<file path="config.mk">
export PLATFORM = sky130hd
export DESIGN_NAME = fifo_with_swap_reverse_search_flat
export DESIGN_NICKNAME = d
export VERILOG_FILES = /design/src/hw/rtl/fwsr_pkg.sv /design/src/hw/rtl/fwsr_cmd_if.sv /design/src/hw/rtl/fwsr_rsp_if.sv /design/src/hw/rtl/fwsr_store.sv /design/src/hw/rtl/fwsr_ctrl.sv /design/src/hw/rtl/fifo_with_swap_reverse_search.sv /design/src/flat_wrapper.sv
export SDC_FILE = /design/constraint.sdc
export NUM_CORES = 1
export LEC_CHECK = 0
export BUFFER_PORTS_ARGS = -buffer_cell sky130_fd_sc_hd__buf_4
export CORE_ASPECT_RATIO = 0.9
export CORE_MARGIN = 8
export CORE_UTILIZATION = 30
export DETAILED_ROUTE_END_ITERATION = 10
export PLACE_DENSITY_LB_ADDON = 0.25
export SYNTH_ARGS = -nofsm -noshare
export SYNTH_HDL_FRONTEND = slang
export SYNTH_SLANG_ARGS = --single-unit
export TNS_END_PERCENT = 50
</file>
<file path="constraint.sdc">
create_clock -name clk -period 3.9 [get_ports clk]
set_clock_uncertainty 0.2 [all_clocks]
set_input_delay 0.195 -clock clk [delete_from_list [all_inputs] [get_ports clk]]
set_output_delay 0.195 -clock clk [all_outputs]
set_load 0.02 [all_outputs]
</file>
<file path="src/hw/rtl/fwsr_pkg.sv">
// fwsr_pkg: sizes, types, action and status codes and small helpers for the
// queue with swap, reverse and search
// depends on nothing; every other file of the block imports it
`default_nettype none

package fwsr_pkg;

    // queue geometry
    localparam int DEPTH      = 16;
    localparam int VALUE_BITS = 32;

    // widths derived from the geometry
    localparam int PTR_W = (DEPTH > 1) ? $clog2(DEPTH) : 1;
    localparam int CNT_W = $clog2(DEPTH + 1);

    // fixed widths of the channel fields
    localparam int ACTION_W = 3;
    localparam int STATUS_W = 2;
    localparam int COUNT_W  = 5;
    localparam int FIELD_W  = 32;

    typedef logic [PTR_W-1:0]      ptr_t;
    typedef logic [CNT_W-1:0]      cnt_t;
    typedef logic [VALUE_BITS-1:0] word_t;

    localparam ptr_t PTR_LAST = PTR_W'(DEPTH - 1);
    localparam cnt_t CNT_FULL = CNT_W'(DEPTH);

    // action codes
    localparam logic [ACTION_W-1:0] ACT_ENQ    = 3'd0;
    localparam logic [ACTION_W-1:0] ACT_DEQ    = 3'd1;
    localparam logic [ACTION_W-1:0] ACT_SWAP   = 3'd2;
    localparam logic [ACTION_W-1:0] ACT_REV    = 3'd3;
    localparam logic [ACTION_W-1:0] ACT_SEARCH = 3'd4;
    localparam logic [ACTION_W-1:0] ACT_CLEAR  = 3'd5;

    // status codes
    localparam logic [STATUS_W-1:0] ST_OK    = 2'd0;
    localparam logic [STATUS_W-1:0] ST_FULL  = 2'd1;
    localparam logic [STATUS_W-1:0] ST_EMPTY = 2'd2;
    localparam logic [STATUS_W-1:0] ST_FEW   = 2'd3;

    // one access to the ring store: a read request and a write request
    typedef struct packed {
        logic  rd_en;
        ptr_t  rd_addr;
        logic  wr_en;
        ptr_t  wr_addr;
        word_t wr_data;
    } mem_cmd_t;

    // ring index a + b, both below DEPTH
    function automatic ptr_t wrap_add(ptr_t a, ptr_t b);
        logic [PTR_W:0] s;
        s = {1'b0, a} + {1'b0, b};
        if (s >= (PTR_W + 1)'(DEPTH))
        begin
            s = s - (PTR_W + 1)'(DEPTH);
        end
        return s[PTR_W-1:0];
    endfunction

    // sign-extend the request word, keep VALUE_BITS of it
    function automatic word_t to_word(logic signed [FIELD_W-1:0] v);
        logic [63:0] w;
        w = 64'(v);
        return w[VALUE_BITS-1:0];
    endfunction

    // stored word as it leaves on the result channel
    function automatic logic [FIELD_W-1:0] to_field(word_t w);
        logic [63:0] x;
        x = 64'(w);
        return x[FIELD_W-1:0];
    endfunction

    // entry count as it leaves on the result channel
    function automatic logic [COUNT_W-1:0] to_count(cnt_t c);
        logic [63:0] x;
        x = 64'(c);
        return x[COUNT_W-1:0];
    endfunction

endpackage

`default_nettype wire

</file>
<file path="src/hw/rtl/fwsr_cmd_if.sv">
// fwsr_cmd_if: request channel of the queue, valid/ready with action and value
// depends on fwsr_pkg
`default_nettype none

interface fwsr_cmd_if import fwsr_pkg::*; ();

    logic                        valid;
    logic                        ready;
    logic [ACTION_W-1:0]         action;
    logic signed [FIELD_W-1:0]   value;

    modport source (output valid, output action, output value, input ready);
    modport sink   (input valid, input action, input value, output ready);

endinterface

`default_nettype wire

</file>
<file path="src/hw/rtl/fwsr_rsp_if.sv">
// fwsr_rsp_if: result channel of the queue, valid/ready with status, found,
// count and removed value; depends on fwsr_pkg
`default_nettype none

interface fwsr_rsp_if import fwsr_pkg::*; ();

    logic                        valid;
    logic                        ready;
    logic [STATUS_W-1:0]         status;
    logic                        found;
    logic [COUNT_W-1:0]          count;
    logic signed [FIELD_W-1:0]   removed_value;

    modport source (output valid, output status, output found, output count,
                    output removed_value, input ready);
    modport sink   (input valid, input status, input found, input count,
                    input removed_value, output ready);

endinterface

`default_nettype wire

</file>
<file path="src/hw/rtl/fwsr_store.sv">
// fwsr_store: ring store of the queue, one write and one registered read a
// cycle, plus the shared equality compare on the read word; uses fwsr_pkg
`default_nettype none

module fwsr_store import fwsr_pkg::*;
(
    input  wire logic     clk,
    input  wire mem_cmd_t mem_cmd,
    input  wire word_t    key,
    output word_t         rd_data,
    output logic          match
);

    word_t mem [DEPTH];
    word_t rd_data_reg;

    // write port and registered read port
    always_ff @(posedge clk)
    begin
        if (mem_cmd.wr_en)
        begin
            mem[mem_cmd.wr_addr] <= mem_cmd.wr_data;
        end
        if (mem_cmd.rd_en)
        begin
            rd_data_reg <= mem[mem_cmd.rd_addr];
        end
    end

    // shared compare against the search key
    assign rd_data = rd_data_reg;
    assign match   = (rd_data_reg == key);

endmodule

`default_nettype wire

</file>
<file path="src/hw/rtl/fwsr_ctrl.sv">
// fwsr_ctrl: sequencer of the queue: pointers, direction flag, the steps of
// each action and the result register; uses fwsr_pkg and both channel interfaces
`default_nettype none

module fwsr_ctrl import fwsr_pkg::*;
(
    input  wire logic  clk,
    input  wire logic  rst_n,
    fwsr_cmd_if.sink   cmd,
    fwsr_rsp_if.source rsp,
    output mem_cmd_t   mem_cmd,
    output word_t      key,
    input  wire word_t rd_data,
    input  wire logic  match
);

    typedef enum logic [2:0] {
        S_IDLE,
        S_DEQ,
        S_SWAP_RD,
        S_SWAP_WP,
        S_SWAP_WQ,
        S_SEARCH,
        S_HOLD
    } state_t;

    state_t              state_reg, state_next;
    ptr_t                front_reg, front_next;
    cnt_t                fill_reg, fill_next;
    logic                flip_reg, flip_next;
    word_t               word_reg, word_next;
    ptr_t                addr_reg, addr_next;
    ptr_t                other_reg, other_next;
    cnt_t                left_reg, left_next;
    word_t               tmp_reg, tmp_next;
    logic [STATUS_W-1:0] hold_status_reg, hold_status_next;
    logic                hold_found_reg, hold_found_next;
    logic [FIELD_W-1:0]  hold_removed_reg, hold_removed_next;
    logic                out_valid_reg, out_valid_next;
    logic [STATUS_W-1:0] out_status_reg, out_status_next;
    logic                out_found_reg, out_found_next;
    logic [COUNT_W-1:0]  out_count_reg, out_count_next;
    logic [FIELD_W-1:0]  out_removed_reg, out_removed_next;

    logic                fin;
    logic [STATUS_W-1:0] fin_status;
    logic                fin_found;
    logic [FIELD_W-1:0]  fin_removed;
    logic                out_free;
    ptr_t                back_ptr;
    word_t               in_word;

    // physical slot of the last entry
    assign back_ptr = wrap_add(front_reg, PTR_W'(fill_reg - cnt_t'(1)));
    assign in_word  = to_word(cmd.value);
    assign out_free = !out_valid_reg || rsp.ready;

    // channel outputs
    assign cmd.ready         = (state_reg == S_IDLE);
    assign rsp.valid         = out_valid_reg;
    assign rsp.status        = out_status_reg;
    assign rsp.found         = out_found_reg;
    assign rsp.count         = out_count_reg;
    assign rsp.removed_value = out_removed_reg;
    assign key               = word_reg;

    // sequencer
    always_comb
    begin
        state_next        = state_reg;
        front_next        = front_reg;
        fill_next         = fill_reg;
        flip_next         = flip_reg;
        word_next         = word_reg;
        addr_next         = addr_reg;
        other_next        = other_reg;
        left_next         = left_reg;
        tmp_next          = tmp_reg;
        hold_status_next  = hold_status_reg;
        hold_found_next   = hold_found_reg;
        hold_removed_next = hold_removed_reg;
        out_valid_next    = out_valid_reg && !rsp.ready;
        out_status_next   = out_status_reg;
        out_found_next    = out_found_reg;
        out_count_next    = out_count_reg;
        out_removed_next  = out_removed_reg;
        mem_cmd           = '0;
        fin               = 1'b0;
        fin_status        = ST_OK;
        fin_found         = 1'b0;
        fin_removed       = '0;

        unique case (state_reg)
            S_IDLE:
            begin
                if (cmd.valid)
                begin
                    word_next = in_word;
                    unique case (cmd.action)
                        ACT_ENQ:
                        begin
                            fin = 1'b1;
                            if (fill_reg == CNT_FULL)
                            begin
                                fin_status = ST_FULL;
                            end
                            else
                            begin
                                mem_cmd.wr_en   = 1'b1;
                                mem_cmd.wr_data = in_word;
                                fill_next       = fill_reg + cnt_t'(1);
                                if (!flip_reg)
                                begin
                                    mem_cmd.wr_addr = wrap_add(front_reg, PTR_W'(fill_reg));
                                end
                                else
                                begin
                                    front_next      = wrap_add(front_reg, PTR_LAST);
                                    mem_cmd.wr_addr = wrap_add(front_reg, PTR_LAST);
                                end
                            end
                        end
                        ACT_DEQ:
                        begin
                            if (fill_reg == '0)
                            begin
                                fin        = 1'b1;
                                fin_status = ST_EMPTY;
                            end
                            else
                            begin
                                mem_cmd.rd_en   = 1'b1;
                                mem_cmd.rd_addr = flip_reg ? back_ptr : front_reg;
                                fill_next       = fill_reg - cnt_t'(1);
                                if (!flip_reg)
                                begin
                                    front_next = wrap_add(front_reg, ptr_t'(1));
                                end
                                state_next = S_DEQ;
                            end
                        end
                        ACT_SWAP:
                        begin
                            if (fill_reg < cnt_t'(2))
                            begin
                                fin        = 1'b1;
                                fin_status = ST_FEW;
                            end
                            else
                            begin
                                mem_cmd.rd_en   = 1'b1;
                                mem_cmd.rd_addr = front_reg;
                                addr_next       = front_reg;
                                other_next      = back_ptr;
                                state_next      = S_SWAP_RD;
                            end
                        end
                        ACT_REV:
                        begin
                            fin       = 1'b1;
                            flip_next = !flip_reg;
                        end
                        ACT_SEARCH:
                        begin
                            if (fill_reg == '0)
                            begin
                                fin = 1'b1;
                            end
                            else
                            begin
                                mem_cmd.rd_en   = 1'b1;
                                mem_cmd.rd_addr = front_reg;
                                addr_next       = wrap_add(front_reg, ptr_t'(1));
                                left_next       = fill_reg - cnt_t'(1);
                                state_next      = S_SEARCH;
                            end
                        end
                        ACT_CLEAR:
                        begin
                            fin        = 1'b1;
                            fill_next  = '0;
                            front_next = '0;
                            flip_next  = 1'b0;
                        end
                        default:
                        begin
                            fin = 1'b1;
                        end
                    endcase
                end
            end
            S_DEQ:
            begin
                fin         = 1'b1;
                fin_removed = to_field(rd_data);
            end
            S_SWAP_RD:
            begin
                // first word parked, last word requested
                tmp_next        = rd_data;
                mem_cmd.rd_en   = 1'b1;
                mem_cmd.rd_addr = other_reg;
                state_next      = S_SWAP_WP;
            end
            S_SWAP_WP:
            begin
                mem_cmd.wr_en   = 1'b1;
                mem_cmd.wr_addr = addr_reg;
                mem_cmd.wr_data = rd_data;
                state_next      = S_SWAP_WQ;
            end
            S_SWAP_WQ:
            begin
                mem_cmd.wr_en   = 1'b1;
                mem_cmd.wr_addr = other_reg;
                mem_cmd.wr_data = tmp_reg;
                fin             = 1'b1;
            end
            S_SEARCH:
            begin
                // compare the word read last cycle, request the next one
                if (match)
                begin
                    fin       = 1'b1;
                    fin_found = 1'b1;
                end
                else if (left_reg != '0)
                begin
                    mem_cmd.rd_en   = 1'b1;
                    mem_cmd.rd_addr = addr_reg;
                    addr_next       = wrap_add(addr_reg, ptr_t'(1));
                    left_next       = left_reg - cnt_t'(1);
                end
                else
                begin
                    fin = 1'b1;
                end
            end
            S_HOLD:
            begin
                if (out_free)
                begin
                    out_valid_next   = 1'b1;
                    out_status_next  = hold_status_reg;
                    out_found_next   = hold_found_reg;
                    out_count_next   = to_count(fill_reg);
                    out_removed_next = hold_removed_reg;
                    state_next       = S_IDLE;
                end
            end
            default:
            begin
                state_next = S_IDLE;
            end
        endcase

        // result goes to the output register, or waits in the hold registers until that is free
        if (fin)
        begin
            if (out_free)
            begin
                out_valid_next   = 1'b1;
                out_status_next  = fin_status;
                out_found_next   = fin_found;
                out_count_next   = to_count(fill_next);
                out_removed_next = fin_removed;
                state_next       = S_IDLE;
            end
            else
            begin
                hold_status_next  = fin_status;
                hold_found_next   = fin_found;
                hold_removed_next = fin_removed;
                state_next        = S_HOLD;
            end
        end
    end

    // state and registered outputs
    always_ff @(posedge clk or negedge rst_n)
    begin
        if (!rst_n)
        begin
            state_reg        <= S_IDLE;
            front_reg        <= '0;
            fill_reg         <= '0;
            flip_reg         <= 1'b0;
            word_reg         <= '0;
            addr_reg         <= '0;
            other_reg        <= '0;
            left_reg         <= '0;
            tmp_reg          <= '0;
            hold_status_reg  <= ST_OK;
            hold_found_reg   <= 1'b0;
            hold_removed_reg <= '0;
            out_valid_reg    <= 1'b0;
            out_status_reg   <= ST_OK;
            out_found_reg    <= 1'b0;
            out_count_reg    <= '0;
            out_removed_reg  <= '0;
        end
        else
        begin
            state_reg        <= state_next;
            front_reg        <= front_next;
            fill_reg         <= fill_next;
            flip_reg         <= flip_next;
            word_reg         <= word_next;
            addr_reg         <= addr_next;
            other_reg        <= other_next;
            left_reg         <= left_next;
            tmp_reg          <= tmp_next;
            hold_status_reg  <= hold_status_next;
            hold_found_reg   <= hold_found_next;
            hold_removed_reg <= hold_removed_next;
            out_valid_reg    <= out_valid_next;
            out_status_reg   <= out_status_next;
            out_found_reg    <= out_found_next;
            out_count_reg    <= out_count_next;
            out_removed_reg  <= out_removed_next;
        end
    end

endmodule

`default_nettype wire

</file>
<file path="src/hw/rtl/fifo_with_swap_reverse_search.sv">
// fifo_with_swap_reverse_search: top level of the bounded queue of signed words
// instantiates fwsr_ctrl and fwsr_store; uses fwsr_pkg, fwsr_cmd_if, fwsr_rsp_if
//
// A bounded queue of DEPTH signed words in a ring store, driven by one request
// per action: enqueue, dequeue, swap first and last, reverse, search, clear.
// Each request gives exactly one result with status, found flag, count after
// the action and the dequeued word. Reverse only flips which end is the
// front, so it costs no data movement. The store has one write port and one
// registered read port, and one comparator serves the search. Enqueue,
// reverse, clear, unknown actions and every error finish in the idle state
// that takes them; dequeue first reads its word; swap reads the first word,
// then the last, and writes each into the other's slot; search compares the
// entries in turn from the front (at most the count, stopping at the first
// hit). The request channel is not ready while an action is in progress; a
// finished result sits in the output register and the next request is taken
// while it waits. There is no clearing pass after reset; stored words are only read once written.
`default_nettype none

module fifo_with_swap_reverse_search import fwsr_pkg::*;
(
    input  wire logic  clk,
    input  wire logic  rst_n,
    fwsr_cmd_if.sink   cmd,
    fwsr_rsp_if.source rsp
);

    mem_cmd_t mem_cmd;
    word_t    key;
    word_t    rd_data;
    logic     match;

    // sequencer and result register
    fwsr_ctrl u_ctrl (
        .clk     (clk),
        .rst_n   (rst_n),
        .cmd     (cmd),
        .rsp     (rsp),
        .mem_cmd (mem_cmd),
        .key     (key),
        .rd_data (rd_data),
        .match   (match)
    );

    // ring store with the shared comparator
    fwsr_store u_store (
        .clk     (clk),
        .mem_cmd (mem_cmd),
        .key     (key),
        .rd_data (rd_data),
        .match   (match)
    );

endmodule

`default_nettype wire

</file>
<file path="src/flat_wrapper.sv">
// flat-port wrapper written by rule: the top's interface ports become plain ports
module fifo_with_swap_reverse_search_flat import fwsr_pkg::*;
  (clk, rst_n, cmd_valid, cmd_action, cmd_value, cmd_ready, rsp_valid, rsp_status, rsp_found, rsp_count, rsp_removed_value, rsp_ready);
  fwsr_cmd_if cmd_i ();
  fwsr_rsp_if rsp_i ();
  input  wire logic clk;
  input  wire logic rst_n;
  input wire logic [$bits(cmd_i.valid)-1:0] cmd_valid;
  input wire logic [$bits(cmd_i.action)-1:0] cmd_action;
  input wire logic [$bits(cmd_i.value)-1:0] cmd_value;
  output wire logic [$bits(cmd_i.ready)-1:0] cmd_ready;
  output wire logic [$bits(rsp_i.valid)-1:0] rsp_valid;
  output wire logic [$bits(rsp_i.status)-1:0] rsp_status;
  output wire logic [$bits(rsp_i.found)-1:0] rsp_found;
  output wire logic [$bits(rsp_i.count)-1:0] rsp_count;
  output wire logic [$bits(rsp_i.removed_value)-1:0] rsp_removed_value;
  input wire logic [$bits(rsp_i.ready)-1:0] rsp_ready;
  assign cmd_i.valid = cmd_valid;
  assign cmd_i.action = cmd_action;
  assign cmd_i.value = cmd_value;
  assign cmd_ready = cmd_i.ready;
  assign rsp_valid = rsp_i.valid;
  assign rsp_status = rsp_i.status;
  assign rsp_found = rsp_i.found;
  assign rsp_count = rsp_i.count;
  assign rsp_removed_value = rsp_i.removed_value;
  assign rsp_i.ready = rsp_ready;
  fifo_with_swap_reverse_search u_core (.clk(clk), .rst_n(rst_n), .cmd(cmd_i), .rsp(rsp_i));
endmodule
</file>
Word-level counts from Yosys, hierarchy flattened
Memories as Yosys holds them, arrays and structs flattened. A register that Yosys moved wholly into a read port is not among the register bits.
Index checks and enable logic that the tools add are counted.
{ "totals": {"mem_bits_rw": 512, "memories": 1, "output_inout_bits": 42, "inputBits": 39, "regBits": 166} }
{ "mem_list": {"columns": ["name", "depth", "width", "rd", "rd_clocked_by_memory_dff", "write_ports", "line_no", "source"], "rows": [
  ["u_core.u_store.mem", 16, 32, 1, 1, 1, "fwsr_store.sv:14", "word_t mem [DEPTH];"]
]} }
{ "classes": {"order_cmp": 6, "muxes": 89, "n_reduce_logical": 23, "n_eq_ne": 32, "n_bitwise": 2, "addsub": 13} }
{ "op_table": {"columns": ["cell", "n"], "rows": [
  ["2-to-1 mux 32 bit", 5],
  ["one-hot mux 37 bit (3 select lines)", 1],
  ["2-to-1 mux 5 bit", 18],
  ["2-to-1 mux 37 bit", 2],
  ["2-to-1 mux 4 bit", 16],
  ["one-hot mux 5 bit (3 select lines)", 3],
  ["2-to-1 mux 42 bit", 1],
  ["== test 32 bit", 1],
  [">= comparator 5 bit, second input constant", 5],
  ["2-to-1 mux 3 bit", 7],
  ["AND reduction 7 bit", 3],
  ["subtractor 4 x 1 -> 4 bit, second input constant", 5],
  ["2-to-1 mux 1 bit", 18],
  ["2-to-1 mux 2 bit", 8],
  ["inequality test 2 bit, second input constant", 8],
  ["one-hot mux 4 bit (2 select lines)", 2],
  ["== test 3 bit, second input constant", 5],
  ["one-hot mux 3 bit (5 select lines)", 1],
  ["== test 3 x 2 -> 1 bit, second input constant", 4],
  ["inequality test 4 bit, second input constant", 3],
  ["one-hot mux 4 bit (3 select lines)", 1],
  ["adder 4 x 1 -> 5 bit, second input constant", 2],
  ["adder 4 x 4 -> 5 bit", 2],
  ["one-hot mux 5 bit (2 select lines)", 1],
  ["other kinds (30)", 43]
]} }

Logic depth before layout (Yosys ltp)
{ "logic_depth": {"ltp_word": 11, "ltp_mapped": 14} }

Modules after synthesis
A second synthesis with hierarchy kept.
{ "unflattened": {"cells_unflattened": 1792, "hier_area_um2": 29007.8} }
{ "modules_own_cells": {"columns": ["module", "seq_area_each_um2", "instances", "cells_per_inst", "area_per_inst_um2"], "rows": [
  ["fwsr_store", 16335.7, 1, 881, 20502.2],
  ["fwsr_ctrl", 4154.0, 1, 911, 8505.7]
]} }

Least setup slack after synthesis
Ideal clock, no wire load.
{ "synth_timing": {"path_type": "register to register", "from": "register u_core.u_ctrl.state_reg[2]", "to": "memory u_core.u_store.mem[12][0] (netlist name), enable pin", "slack_ps": -393, "arrival_ps": 3672, "stages_incl_launch_ff": 9, "setup_ps": 421, "synth_period_minus_slack_ps": 4293, "n_path_buf": 2, "required_ps": 3279, "cell_sequence": "dfrtp_1 buf_4 nor3_1 nand2_1 clkbuf_1 nor2_1 a222oi_1 or2_2 nor2_1"} }
{ "synth_between": {"elab_chain_cells": 4, "elab_cells_between_ends": 6, "cone_classes": "eq/ne: 2; mux: 3; reduce/logical: 1"} }
{ "synth_lines": {"columns": ["item", "line_no", "source"], "rows": [
  ["from (decl)", "fwsr_ctrl.sv:27", "state_t state_reg, state_next;"],
  ["from (signal assigned)", "fwsr_ctrl.sv:304", "state_reg <= state_next;"],
  ["zero test 3 bit (*)", null, null],
  ["named net cmd_ready", "flat_wrapper.sv:11", "output wire logic [$bits(cmd_i.ready)-1:0] cmd_ready;"],
  ["one-hot mux 37 bit (3 select lines) (*)", "fwsr_ctrl.sv:93", "unique case (state_reg)"],
  ["2-to-1 mux 1 bit", "fwsr_store.sv:20", "if (mem_cmd.wr_en)"],
  ["2-to-1 mux 1 bit (implied by the code)", "fwsr_store.sv:22", "mem[mem_cmd.wr_addr] <= mem_cmd.wr_data;"],
  ["to (decl)", "fwsr_store.sv:14", null]
]} }
The timed path passes the listed nets; every way through them passes the cells marked *.

Worst setup path after layout
{ "layout_timing": {"from": "register u_core.u_store.rd_data_reg[15], in the netlist u_core.u_store.rd_data[15] (read register of u_core.u_store.mem)", "to": "register u_core.u_store.rd_data_reg[6], in the netlist u_core.u_store.rd_data[6] (read register of u_core.u_store.mem) (data pin)"} }
{ "layout_between": {"elab_chain_cells": 3} }
{ "layout_lines": {"columns": ["item", "line_no", "source"], "rows": [
  ["from (decl)", "fwsr_store.sv:15", "word_t rd_data_reg;"],
  ["== test 32 bit", "fwsr_store.sv:32", "assign match = (rd_data_reg == key);"],
  ["2-to-1 mux 5 bit", "fwsr_ctrl.sv:222", "if (match)"],
  ["one-hot mux 5 bit (3 select lines)", "fwsr_ctrl.sv:93", null]
]} }
No other way between the ends.
A chain may end at the register's enable or synchronous reset.

==> impl_metrics.env <==
export IMPL_syn_nets=2213
export IMPL_worstPathCellList="xor2_1, nor4_1, nand4_1, buf_4, o21a_1, a21boi_4, buf_6, buf_12, buf_12, mux2i_1, o22ai_2, or4_1"
export IMPL_power_frac_comb_pct=30.0
export IMPL_vdd_drop_max_uv=366
export IMPL_critPathArrivalTime_ns=3.99
export IMPL_core_area_sq_um=98100
export IMPL_grt_ovfl_total=0
export IMPL_clock_sinks=710
export IMPL_cts_max_path_buffers=3
export IMPL_num_antenna_cells=0
export IMPL_power_leakage_nw=14.0
export IMPL_drt_iter0_markers=1616
export IMPL_synth_area_sq_um=29600
export IMPL_status="finished, violations left"
export IMPL_post_route_util_pct=37.4
export IMPL_grt_pass1_wl_mm=127
export IMPL_synth_most_common_cell="edfxtp_1"
export IMPL_fillers=9201
export IMPL_layout_drive_gt1_share_pct=21.6
export IMPL_finalPower_mw=26.9
export IMPL_synth_compound_area_share_pct=10.4
export IMPL_synthSimpleGateAreaFrac_pct=8.56
export IMPL_grt_usage_pct=15.2
export IMPL_worstPathRequired_ns=4.06
export IMPL_cts_max_level=3
export IMPL_synth_edf_count=544
export IMPL_clk_latency_ns=0.63
export IMPL_cp_common_cell="buf_12"
export IMPL_vias=19100
export IMPL_pin_count=81
export IMPL_synthArstFlopShare_pct=23.4
export IMPL_cts_buffers=77
export IMPL_io_buffers=80
export IMPL_die_w_um=347
export IMPL_period_share_pct=98.2
export IMPL_p_switching_mw=9.03
export IMPL_area_growth_pct=23.7
export IMPL_synth_xor_area_share_pct=1.38
export IMPL_violations="hold timing"
export IMPL_startpoint_type="flip-flop"
export IMPL_drc_errors=0
export IMPL_routed_via_density=5.10
export IMPL_antenna_found_initial=1
export IMPL_seqPwrFrac_pct=41.9
export IMPL_yosys_register_bits=710
export IMPL_yosysSeqAreaShare_pct=69.2
export IMPL_ys_types=70
export IMPL_reg2reg_depth=12
export IMPL_cts_tree="yes"
export IMPL_maxSlewViolCount=0
export IMPL_setup_violations=0
export IMPL_start_util_pct=30.2
export IMPL_netlist_top_cells_area="edfxtp_1 55%, dfrtp_1 14%, nand2_1 4.7%, mux2i_1 4.4%, mux2_2 2.7%"
export IMPL_critPathCaptureType="flip-flop"
export IMPL_hold_slack_ns=-0.0189
export IMPL_clk_pin_slew_worst_paths_ns=0.06
export IMPL_layout_nets=2461
export IMPL_grt_pass1_vias=19200
export IMPL_report_final_hold_viol_count=18
export IMPL_routedWlPerCell_um=22.9
export IMPL_crit_type="flip-flop to flip-flop"
export IMPL_seq_area_sq_um=20500
export IMPL_cp_slowest_cell="edfxtp_1"
export IMPL_crit_family="simple AND/OR/NAND/NOR gates"
export IMPL_tightestPinTransition_ns=0.943
export IMPL_clkPwrFrac_pct=28.1
export IMPL_path_depth=12
export IMPL_path_max_fanout=8
export IMPL_grt_max_degree=79
export IMPL_worst_slack_ns=0.0690
export IMPL_drtPass1Iterations=5
export IMPL_synth_area_per_cell_sq_um=13.7
export IMPL_muxShareOfSynthArea_pct=7.20
export IMPL_setup_total_negative_slack_ns=0
export IMPL_synth_top_area_share_pct=55.2
export IMPL_ant_nets=0
export IMPL_place_ws_ns=-0.105
export IMPL_gp_congestion=0.834
export IMPL_hpwl_mm=53.1
export IMPL_switching_share_pct=33.6
export IMPL_clockRootBuffer="clkbuf_16"
export IMPL_min_period_ns=3.83
export IMPL_critPathBufInv=4
export IMPL_pwr_density_cell_nw_per_um2=733
export IMPL_hold_path_class="primary input to async pin"
export IMPL_slew_headroom_pct=37.1
export IMPL_intPower_mw=17.8
export IMPL_rows=109
export IMPL_largest_reg_flops=512
export IMPL_multi_input_area_sq_um=8690
export IMPL_clock_fmax_ghz=0.261
export IMPL_top_register="u_core.u_store.mem"
export IMPL_synth_cells=2158
export IMPL_critPathMaxStageDelay_ns=0.57
export IMPL_yosys_area_top_type="edfxtp_1"
export IMPL_die_y_um=314
export IMPL_synthAdderAreaFrac_pct=0.727
export IMPL_wl_mm=85.8
export IMPL_maxCapViolCount=0
export IMPL_synth_warnings=0
export IMPL_rsz0062_at_grt="true"
export IMPL_die_area_sq_um=109000
export IMPL_synth_commonest_cells="544 x edfxtp_1, 367 x nand2_1, 166 x dfrtp_1"
export IMPL_synth_top_family_by_area="compound AO/OA/AOI/OAI gates"
export IMPL_synthFlopType="edfxtp_1"
==> cell families (layout without fill, tap and decap cells) <==
group | after synthesis | count (layout)
AOI/OAI and AO/OA | 472 | 472
xor gates and xnor gates | 45 | 45
adders and majority gates | 16 | 16
buffers and inverters | 157 | 468
DFF | 710 | 710
muxes | 203 | 203
and+or+nand+nor | 555 | 555
==> path summary, 6_finish.rpt <==
| kind | endpoint | slack, ns | from |
|---|---|---|---|
| max | u_core.u_store.rd_data[6] | 0.07 | u_core.u_store.rd_data[15] |
| max reg2reg | u_core.u_store.rd_data[6] | 0.07 | u_core.u_store.rd_data[15] |
| min | u_core.u_ctrl.fill_reg[0] | -0.02 | rst_n |
| min in group clk | u_core.u_ctrl.key[24] | 0.15 | cmd_value[24] |
| max in group asynchronous | u_core.u_ctrl.rsp.removed_value[18] | 2.58 | rst_n |
| min reg2reg | u_core.u_ctrl.hold_removed_reg[9] | 0.27 | u_core.u_ctrl.hold_removed_reg[9] |
==> layout by cell type, fill, tap and decap left out, drive strengths merged, types with 6 or more instances in the layout <==
master and n:
a21oi 88, a221oi 68, a22oi 40, a311oi 32, and2 36, buf 264, bufinv 10, clkbuf 105
clkinv 22, clkinvlp 8, dfrtp 166, dlygate4sd3 40, edfxtp 544, ha 14, inv 19, mux2 71
mux2i 131, nand2 369, nand2b 6, nand3 7, nor2 43, nor3 15, nor3b 7, nor4 9
o21ai 141, o22ai 68, or4 35, xor2 39
==> worst register-to-register path, cell delays in order (launching register included) <==
cell and delay, ns:
edfxtp_1 0.57, xor2_1 0.25, nor4_1 0.37, nand4_1 0.14, buf_4 0.18, o21a_1 0.26, a21boi_4 0.20, buf_6 0.16
buf_12 0.19, buf_12 0.18, mux2i_1 0.24, o22ai_2 0.11, or4_1 0.53
==> stage by stage <==
stage                     cells  area [sq um]
after floorplan            2158         29600
after global routing       3745         36600
after global placement     3549         33200
after detailed placement   3549         33200
final                      3745         36600
after CTS                  3734         36300
==> routing by layer <==
| layer | share of wire (%) | global-route usage, % | up-vias |
|---|---|---|---|
| met5 | 0 | 0 | - |
| met1 | 46 | 21.6 | 9706 |
| li1 | - | - | 8679 |
| met3 | 6.5 | 2.67 | 100 |
| met4 | 1.9 | 4.06 | 0 |
| met2 | 46 | 23.9 | 597 |
==> layout make-up <==
class                           count  share of cell area (%)
Sequential cell                   710                    56.0
Inverter                           16                   0.164
Tap cell                         1276                    4.36
Clock buffer                       99                    5.68
Clock inverter                     43                    1.51
Timing Repair Buffer              310                    8.60
Multi-Input combinational cell   1291                    23.7
==> power by group through the flow <==
| stage | clock network, mW | logic, mW | registers (mW) |
|---|---|---|---|
| floorplan | 0 | 4.42 | 11.1 |
| global placement | 0 | 7.69 | 11.3 |
| detailed placement | 0 | 7.83 | 11.4 |
| CTS | 7.73 | 7.91 | 11.2 |
| global route | 8.01 | 8.76 | 11.4 |
| finish | 7.54 | 8.06 | 11.2 |
==> what timing repair did <==
action,in CTS,in global routing
resized for setup,3,34
pin swaps,1,5
buffers inserted,3,4
setup endpoints to repair,34,39
hold buffers,40,0
endpoints found under the hold margin,238,0
gates cloned,0,6
Power figures use the tool's default switching activity.
